**config.mk**
```make
export PLATFORM = sky130hd
export DESIGN_NAME = dmpt_front
export DESIGN_NICKNAME = d
export VERILOG_FILES = /design/src/hdl/dmpt_pkg.sv /design/src/hdl/dmpt_front.sv
export SDC_FILE = /design/constraint.sdc
export NUM_CORES = 1
export LEC_CHECK = 0
export ABC_AREA = 0
export BUFFER_PORTS_ARGS = -buffer_cell sky130_fd_sc_hd__buf_4
export CAP_MARGIN = 30
export CORE_UTILIZATION = 40
export DETAILED_ROUTE_END_ITERATION = 7
export GPL_TIMING_DRIVEN = 0
export PLACE_DENSITY_LB_ADDON = 0.05
export REMOVE_ABC_BUFFERS = 1
export SETUP_SLACK_MARGIN = 0.2
export SLEW_MARGIN = 20
export SYNTH_ARGS = -nofsm -noshare
export SYNTH_HDL_FRONTEND = slang
export SYNTH_SLANG_ARGS = --single-unit
```
**constraint.sdc**
```tcl
create_clock -name clk -period 6.8 [get_ports clk]
set_clock_uncertainty 0.15 [all_clocks]
set_input_delay 0.34 -clock clk [delete_from_list [all_inputs] [get_ports clk]]
set_output_delay 0.34 -clock clk [all_outputs]
set_load 0.05 [all_outputs]
```
**src/hdl/dmpt_pkg.sv**
```systemverilog
package dmpt_pkg;

  localparam int EntriesDef = 512;
  localparam int PidBitsDef = 16;
  localparam int OffBits = 12;
  localparam int PageBits = 20;
  localparam logic [31:0] HashMult = 32'd2654435761;

  typedef enum logic [2:0] {
    OP_LOOKUP = 3'd0,
    OP_INSERT = 3'd1,
    OP_INVAL_PAGE = 3'd2,
    OP_INVAL_PID = 3'd3,
    OP_STATS = 3'd4
  } op_t;

  typedef struct packed {
    logic [2:0] op;
    logic [15:0] proc_id;
    logic [31:0] virt_addr;
    logic [31:0] phys_addr;
    logic [11:0] perm_flags;
  } in_word_t;

  typedef struct packed {
    logic hit;
    logic [31:0] trans_addr;
    logic [11:0] hit_flags;
    logic [31:0] hit_total;
    logic [31:0] miss_total;
  } out_word_t;

endpackage

```
**src/hdl/dmpt_front.sv**
```systemverilog
module dmpt_front #(
  parameter int ENTRIES = dmpt_pkg::EntriesDef,
  parameter int PID_BITS = dmpt_pkg::PidBitsDef,
  parameter int IDX_BITS = $clog2(ENTRIES)
) (
  input  logic clk,
  input  logic rst_n,
  input  logic in_start,
  input  dmpt_pkg::in_word_t in_word,
  output logic in_busy,
  output logic q_valid,
  output dmpt_pkg::in_word_t q_word,
  output logic [IDX_BITS-1:0] q_idx,
  input  logic q_pop
);
  import dmpt_pkg::*;

  // pid bits that take part in the hash
  localparam logic [15:0] PidMask = (PID_BITS >= 16) ? 16'hFFFF :
                                    16'((32'd1 << PID_BITS) - 32'd1);

  // one-entry queue between front and back
  logic q_valid_r, q_valid_nxt;
  in_word_t q_word_r;
  logic [IDX_BITS-1:0] q_idx_r, idx_c;
  logic [31:0] hash_c;
  logic take_c;

  // index hash on the page-aligned address
  assign hash_c = 32'(in_word.proc_id & PidMask) ^
                  32'({in_word.virt_addr[31:OffBits], {OffBits{1'b0}}} * HashMult);
  // ENTRIES is a power of two, so the modulo keeps the low hash bits
  assign idx_c = hash_c[IDX_BITS-1:0];

  assign in_busy = q_valid_r && !q_pop;
  assign take_c = in_start && !in_busy;

  always_comb begin
    q_valid_nxt = q_valid_r;
    if (q_pop) q_valid_nxt = 1'b0;
    if (take_c) q_valid_nxt = 1'b1;
  end

  always_ff @(posedge clk) begin
    if (!rst_n) begin
      q_valid_r <= 1'b0;
    end else begin
      q_valid_r <= q_valid_nxt;
    end
    if (take_c) begin
      q_word_r <= in_word;
      q_idx_r <= idx_c;
    end
  end

  assign q_valid = q_valid_r;
  assign q_word = q_word_r;
  assign q_idx = q_idx_r;
endmodule

```
==> results of run 1 <==
flip-flops by register name (all words and copies together) (netlist names):
| signal | cells |
|---|---|
| q_word | 95 |
| q_valid | 1 |
final cells by class:
class                   count  area (um^2)  area share (%)
clock buffers               9          124            2.16
repair buffers            296         2500            43.6
multi-input cells           3         35.0           0.612
clock inverters             7         71.3            1.25
well taps                  99          124            2.16
flip-flops and latches     96         2870            50.2
per-layer routing:
layer / share of wire (%) / wire length (um) / vias up
met2: 55 / 4030 / 130
li1: - / - / 1013
met4: 2.5 / 187 / 0
met1: 33 / 2470 / 980
met5: 0 / 0 / -
met3: 9.3 / 684 / 19
cells by family (layout without fill, tap and decap cells):
| family | Yosys count | count (layout) | share of synthesized area (%) |
|---|---|---|---|
| buffers and inverters | 9 | 312 | 2.28 |
| AND/OR/NAND/NOR | 2 | 2 | 0.675 |
| AO/OA/AOI/OAI | 1 | 1 | 0.253 |
| flip-flops | 96 | 96 | 96.8 |
placed cells by master (no fill, tap or decap):
cell                            netlist  final
sky130_fd_sc_hd__buf_4                9    204
sky130_fd_sc_hd__buf_16               0      2
sky130_fd_sc_hd__clkbuf_8             0      9
sky130_fd_sc_hd__clkinvlp_4           0      2
sky130_fd_sc_hd__clkinv_4             0      1
sky130_fd_sc_hd__bufinv_16            0      1
sky130_fd_sc_hd__dfxtp_1              1      1
sky130_fd_sc_hd__dlygate4sd3_1        0     89
sky130_fd_sc_hd__o21a_1               1      1
sky130_fd_sc_hd__edfxtp_1            95     95
sky130_fd_sc_hd__clkinv_2             0      1
sky130_fd_sc_hd__nor2b_4              1      2
sky130_fd_sc_hd__clkinv_1             0      1
sky130_fd_sc_hd__inv_6                0      1
sky130_fd_sc_hd__buf_12               0      1
worst max path at each step:
stage | cells after the start | slack (ns) | start | endpoint
floorplan | 2 | 1.14 | q_valid | q_word[0]
global placement | 3 | -0.12 | q_pop | q_word[29]
detailed placement | 6 | 4.57 | q_pop | q_word[29]
CTS | 5 | 4.61 | q_valid | q_word[10]
global route | 5 | 4.49 | q_valid | q_word[10]
finish | 5 | 4.59 | q_valid | q_word[10]
worst register-to-register path, stage by stage, from the launching register on:
cell and delay, ns:
sky130_fd_sc_hd__dfxtp_1 0.33, sky130_fd_sc_hd__nor2b_4 0.15, sky130_fd_sc_hd__nor2b_4 0.63, sky130_fd_sc_hd__buf_16 0.26, sky130_fd_sc_hd__buf_16 0.19, sky130_fd_sc_hd__buf_12 0.20
through the flow:
step,cell area (um^2),util [%],hold WS (ns)
floorplan,2900,-,0.289
global placement,4560,63.1,0.368
detailed placement,4640,64.3,0.369
CTS,5710,79.2,0.000594
global route,5720,79.3,0.00180
finish,5720,79.3,0.0153
power by group through the flow:
stage	Clock [uW]	Combinational, uW	Sequential, uW
after CTS	374	293	701
after global placement	0	242	720
final	362	293	701
after detailed placement	0	251	714
after floorplan	0	12.1	848
after global routing	391	304	705
==> qor.csv, run 1 <==
metric,value,unit
run_status,completed,
nNetsFinal,505,
synth.top_cells.by_area,"sky130_fd_sc_hd__edfxtp_1 96%, sky130_fd_sc_hd__buf_4 2.3%, sky130_fd_sc_hd__dfxtp_1 0.67%, sky130_fd_sc_hd__nor2b_4 0.46%, sky130_fd_sc_hd__o21a_1 0.25%",
power.switching,377,uW
cp_max_fo,27,
post_cts_hold_buffer_count,88,
final_min_period_over_clock_period,32.5,%
crit_chain,nor2b_4 > nor2b_4 > buf_16 > buf_16 > buf_12,
worst_path_clk_slew,0.09,ns
cts.repair.resized,0,
post_cts_buffers,0,
drv.max_cap_violation_count,0,
unrepaired_setup_endpoints_after_global_routing,false,
cts_inserted_buffers,9,
timing.final.max_slew_violations,0,
worst-path-buf-inv,3,
clock-root-buffer,sky130_fd_sc_hd__clkbuf_8,
clock_sinks,96,
drt_drc_violations_left,0,
cp.arrival,2.12,ns
post_route_cells_drive_above_1_share,54.5,%
register_share_of_total_power,51.7,%
synth.top_cells.by_count,"95 x sky130_fd_sc_hd__edfxtp_1, 9 x sky130_fd_sc_hd__buf_4",
intPower,980,uW
synth_top_cell_by_area,sky130_fd_sc_hd__edfxtp_1,
cts_buffer_depth,2,
clockPowerShare,26.7,%
worstReg2RegEnd,q_word[10],
period_needed,2.21,ns
ys_async_rst_share,0,%
clock_latency,0.35,ns
syn_inst,108,
crit_path_end_kind,register,
cpLargestDelayFamily,simple AND/OR/NAND/NOR gates,
worst_path_max_delay_cell,sky130_fd_sc_hd__nor2b_4,
setup_tns,0,ns
swShare,27.8,%
worst_ep_required_time,6.71,ns
grt_pass1_vias,2127,
core_area,7210,um^2
place_ws,4.57,ns
criticalPathCategory,reg -> reg,
fp.dieW,88.1,um
min_delay_path_depth,1,
hold_viol,0,
worstHoldPathType,in -> reg,
core.rowCount,31,
cts-htree-levels,3,
p_total,1360,uW
syn_area,2970,um^2
finalWeightedCongestion,0.708,
post_route_setup_slack,4.59,ns
setup_slack_reg_to_reg,4.59,ns
globalRouteMet2Util,33.9,%
slew-limit-headroom,46.9,%
routed_wl,7370,um
cp_launch_type,register,
tritoncts,done,
floorplan.die_area,7770,um^2
use_met1,17.7,%
synth_cell_types,6,
worst_hold_startpoint,in_word[16],
synthFlopType,sky130_fd_sc_hd__edfxtp_1,
route.detailed.wl_per_inst,14.4,um
boundaryPins,205,
setup-violations-final,0,
avgViaCountPerCell,4.20,
yosysMostFrequentCell,sky130_fd_sc_hd__edfxtp_1,
track_usage,18.2,%
use_met3,5.84,%
synth_warnings,0,
buffer_ports.inserted,204,
power.density_cell_area,237,nW/um^2
power.share.combinational,21.6,%
num-fill-cells,418,
insertedDiodeCount,0,
ys_ff_latch,96,
cp_peak_stage_delay,0.63,ns
ir_worst_vdd,0.000142,V
first_pass_iters,4,
initialDrtViolationCount,47,
static_leakage,0.00242,uW
grt_most_used_layer,met2,
fraction_of_the_yosys_area_taken_by_sequential_cells,96.8,%
dp.final_hpwl,4690,um
number_of_antenna_violations_at_the_first_check_in_global_routing,0,
fmax,453,MHz
pin_count_of_the_biggest_net_entering_global_routing,28,
syn-mean-instance-area,27.5,um^2
synth_enable_flop_cells,95,
initial_core_util,41.1,%
die_y,88.1,um
global_route_wire_length_before_repair,10100,um
route.antenna.remaining_nets,0,
hold_path_endpoint,q_word[16],
grt.overflow.total,0,
tightest_slew,0.796,ns
reg2regPathDepth,5,
worst_r2r_startpoint,q_valid,
route.vias.total,2142,
netlist.area_leader.share,96.1,%
syn_to_final_growth,92.9,%
layoutNonFillerInstCount,510,
number_of_placed_instances_with_taps_included,405,
Note: power is estimated with default switching activity, not from simulation.
==> run 2: changes to the inputs <==
Clock period 6.8 ns to 2.3 ns, I/O delays scaled along.
==> qor.csv, run 2 (synthesis results as in run 1) <==
metric,value,unit,change
fp.dieW,88.1,um,unchanged
route.antenna.remaining_nets,0,,unchanged
finalWeightedCongestion,0.708,,unchanged
final_common_cell,sky130_fd_sc_hd__buf_4,,unchanged
route.met2.wl,4500,um,was 4030 um
drv.max_cap_violation_count,0,,unchanged
setup-violations-final,0,,unchanged
crit_path_end_kind,register,,unchanged
largest_register_ff_count,95,,unchanged
route.detailed.wl_per_inst,15.7,um,was 14.4 um
slew-limit-headroom,48.7,%,was 46.9%
clock_sinks,96,,unchanged
most_used_cells_in_the_layout_excluding_fill_and_tap_cells,"204 x sky130_fd_sc_hd__buf_4, 97 x sky130_fd_sc_hd__dlygate4sd3_1, 95 x sky130_fd_sc_hd__edfxtp_1",,"was 204 x sky130_fd_sc_hd__buf_4, 95 x sky130_fd_sc_hd__edfxtp_1, 89 x sky130_fd_sc_hd__dlygate4sd3_1"
finalInstanceArea,5810,um^2,was 5720 um^2
final_min_period_over_clock_period,85.7,%,was 32.5%
worstHoldPathType,in -> reg,,unchanged
global_route_wire_length_before_repair,11300,um,was 10100 um
grt.overflow.total,0,,unchanged
tightest_slew,0.766,ns,was 0.796 ns
place_ws,0.122,ns,was 4.57 ns
hold_viol,0,,unchanged
nNetsFinal,514,,was 505
power.switching,1140,uW,was 377 uW
cp_max_fo,27,,unchanged
core.rowCount,31,,unchanged
cts.repair.resized,0,,unchanged
run_status,completed,,unchanged
fmax,507,MHz,was 453 MHz
static_leakage,0.00246,uW,was 0.00242 uW
post_route_cells_drive_above_1_share,53.6,%,was 54.5%
intPower,2910,uW,was 980 uW
cp_launch_type,register,,unchanged
num-fill-cells,407,,was 418
die_y,88.1,um,unchanged
placed_cell_area,4640,um^2,unchanged
route.vias.total,2246,,was 2142
post_route_setup_slack,0.329,ns,was 4.59 ns
tritoncts,done,,unchanged
track_usage,20.7,%,was 18.2%
period_needed,1.97,ns,was 2.21 ns
pin_count_of_the_biggest_net_entering_global_routing,28,,unchanged
syn_to_final_growth,95.9,%,was 92.9%
unrepaired_setup_endpoints_after_global_routing,false,,unchanged
setup_slack_reg_to_reg,0.33,ns,was 4.59 ns
wl_met3,741,um,was 684 um
cp.arrival,1.87,ns,was 2.12 ns
initial_core_util,41.1,%,unchanged
timing.final.max_slew_violations,0,,unchanged
register_share_of_total_power,51.3,%,was 51.7%
routedLengthMet1,2720,um,was 2470 um
cts_inserted_buffers,9,,unchanged
cts_buffer_depth,2,,unchanged
worst_ep_required_time,2.20,ns,was 6.71 ns
avgViaCountPerCell,4.33,,was 4.20
fin_hold_ws,0.117,ns,was 0.0153 ns
ir_worst_vdd,0.000476,V,was 0.000142 V
initialDrtViolationCount,73,,was 47
buffer_ports.inserted,204,,unchanged
power.density_cell_area,696,nW/um^2,was 237 nW/um^2
clockPowerShare,26.8,%,was 26.7%
first_pass_iters,6,,was 4
clock_latency,0.35,ns,about the same
floorplan.die_area,7770,um^2,unchanged
drt_drc_violations_left,0,,unchanged
post_cts_buffers,0,,unchanged
setup_tns,0,ns,unchanged
post-route-util,80.6,%,was 79.3%
dr.max_layer_used,met4,,unchanged
criticalPathCategory,reg -> reg,,unchanged
swShare,28.1,%,was 27.8%
number_of_antenna_violations_at_the_first_check_in_global_routing,0,,unchanged
core_area,7210,um^2,unchanged
cts-htree-levels,3,,unchanged
insertedDiodeCount,0,,unchanged
grt_pass1_vias,2286,,was 2127
dp.final_hpwl,4690,um,unchanged
worst_path_clk_slew,0.10,ns,was 0.09 ns
boundaryPins,205,,unchanged
power.share.combinational,21.9,%,was 21.6%
routed_wl,8130,um,was 7370 um
clock-root-buffer,sky130_fd_sc_hd__clkbuf_8,,unchanged
run 2: what timing repair did:
item	CTS	global route
hold endpoints to repair	96	0
endpoints found under the setup margin	27	0
hold buffers	97	0
run 2: final timing paths:
kind	endpoint	startpoint	cells past startpoint
worst min-delay path	q_word[74]	in_start	2
worst min register to register	q_word[74]	q_valid	2
worst max-delay path	q_word[10]	q_valid	5
worst max register to register	q_word[10]	q_valid	5
run 2: power by group through the flow:
stage,logic [uW],registers [uW],clock network [uW]
after floorplan,35.9,2510,0
after global placement,715,2130,0
after detailed placement,743,2110,0
after CTS,882,2070,1100
after global routing,919,2080,1170
final,887,2070,1080
run 2: layout make-up:
| type | instances | area, um^2 | share of cell area, % |
|---|---|---|---|
| well taps | 99 | 124 | 2.13 |
| multi-input cells | 4 | 43.8 | 0.753 |
| repair buffers | 304 | 2580 | 44.3 |
| clock inverters | 7 | 71.3 | 1.23 |
| flip-flops and latches | 96 | 2870 | 49.4 |
| clock buffers | 9 | 124 | 2.13 |
run 2: per-stage QoR:
stage	power, uW	instances
after floorplan	2540	99
after global placement	2840	402
after detailed placement	2850	405
after CTS	4060	519
after global routing	4180	519
final	4050	519
run 2: per-layer routing:
metal / vias to the layer above / GRT usage [%]
li1: 1035 / -
met1: 1064 / 19.5
met2: 130 / 39.7
met3: 17 / 7.16
met4: 0 / 9.38
met5: - / 0
run 2: worst max-delay path: stages (launching register included):
cell and delay [ns]:
sky130_fd_sc_hd__dfxtp_1 0.33, sky130_fd_sc_hd__nor2b_4 0.15, sky130_fd_sc_hd__nor2b_4 0.41, sky130_fd_sc_hd__buf_16 0.24, sky130_fd_sc_hd__buf_16 0.19, sky130_fd_sc_hd__buf_12 0.19
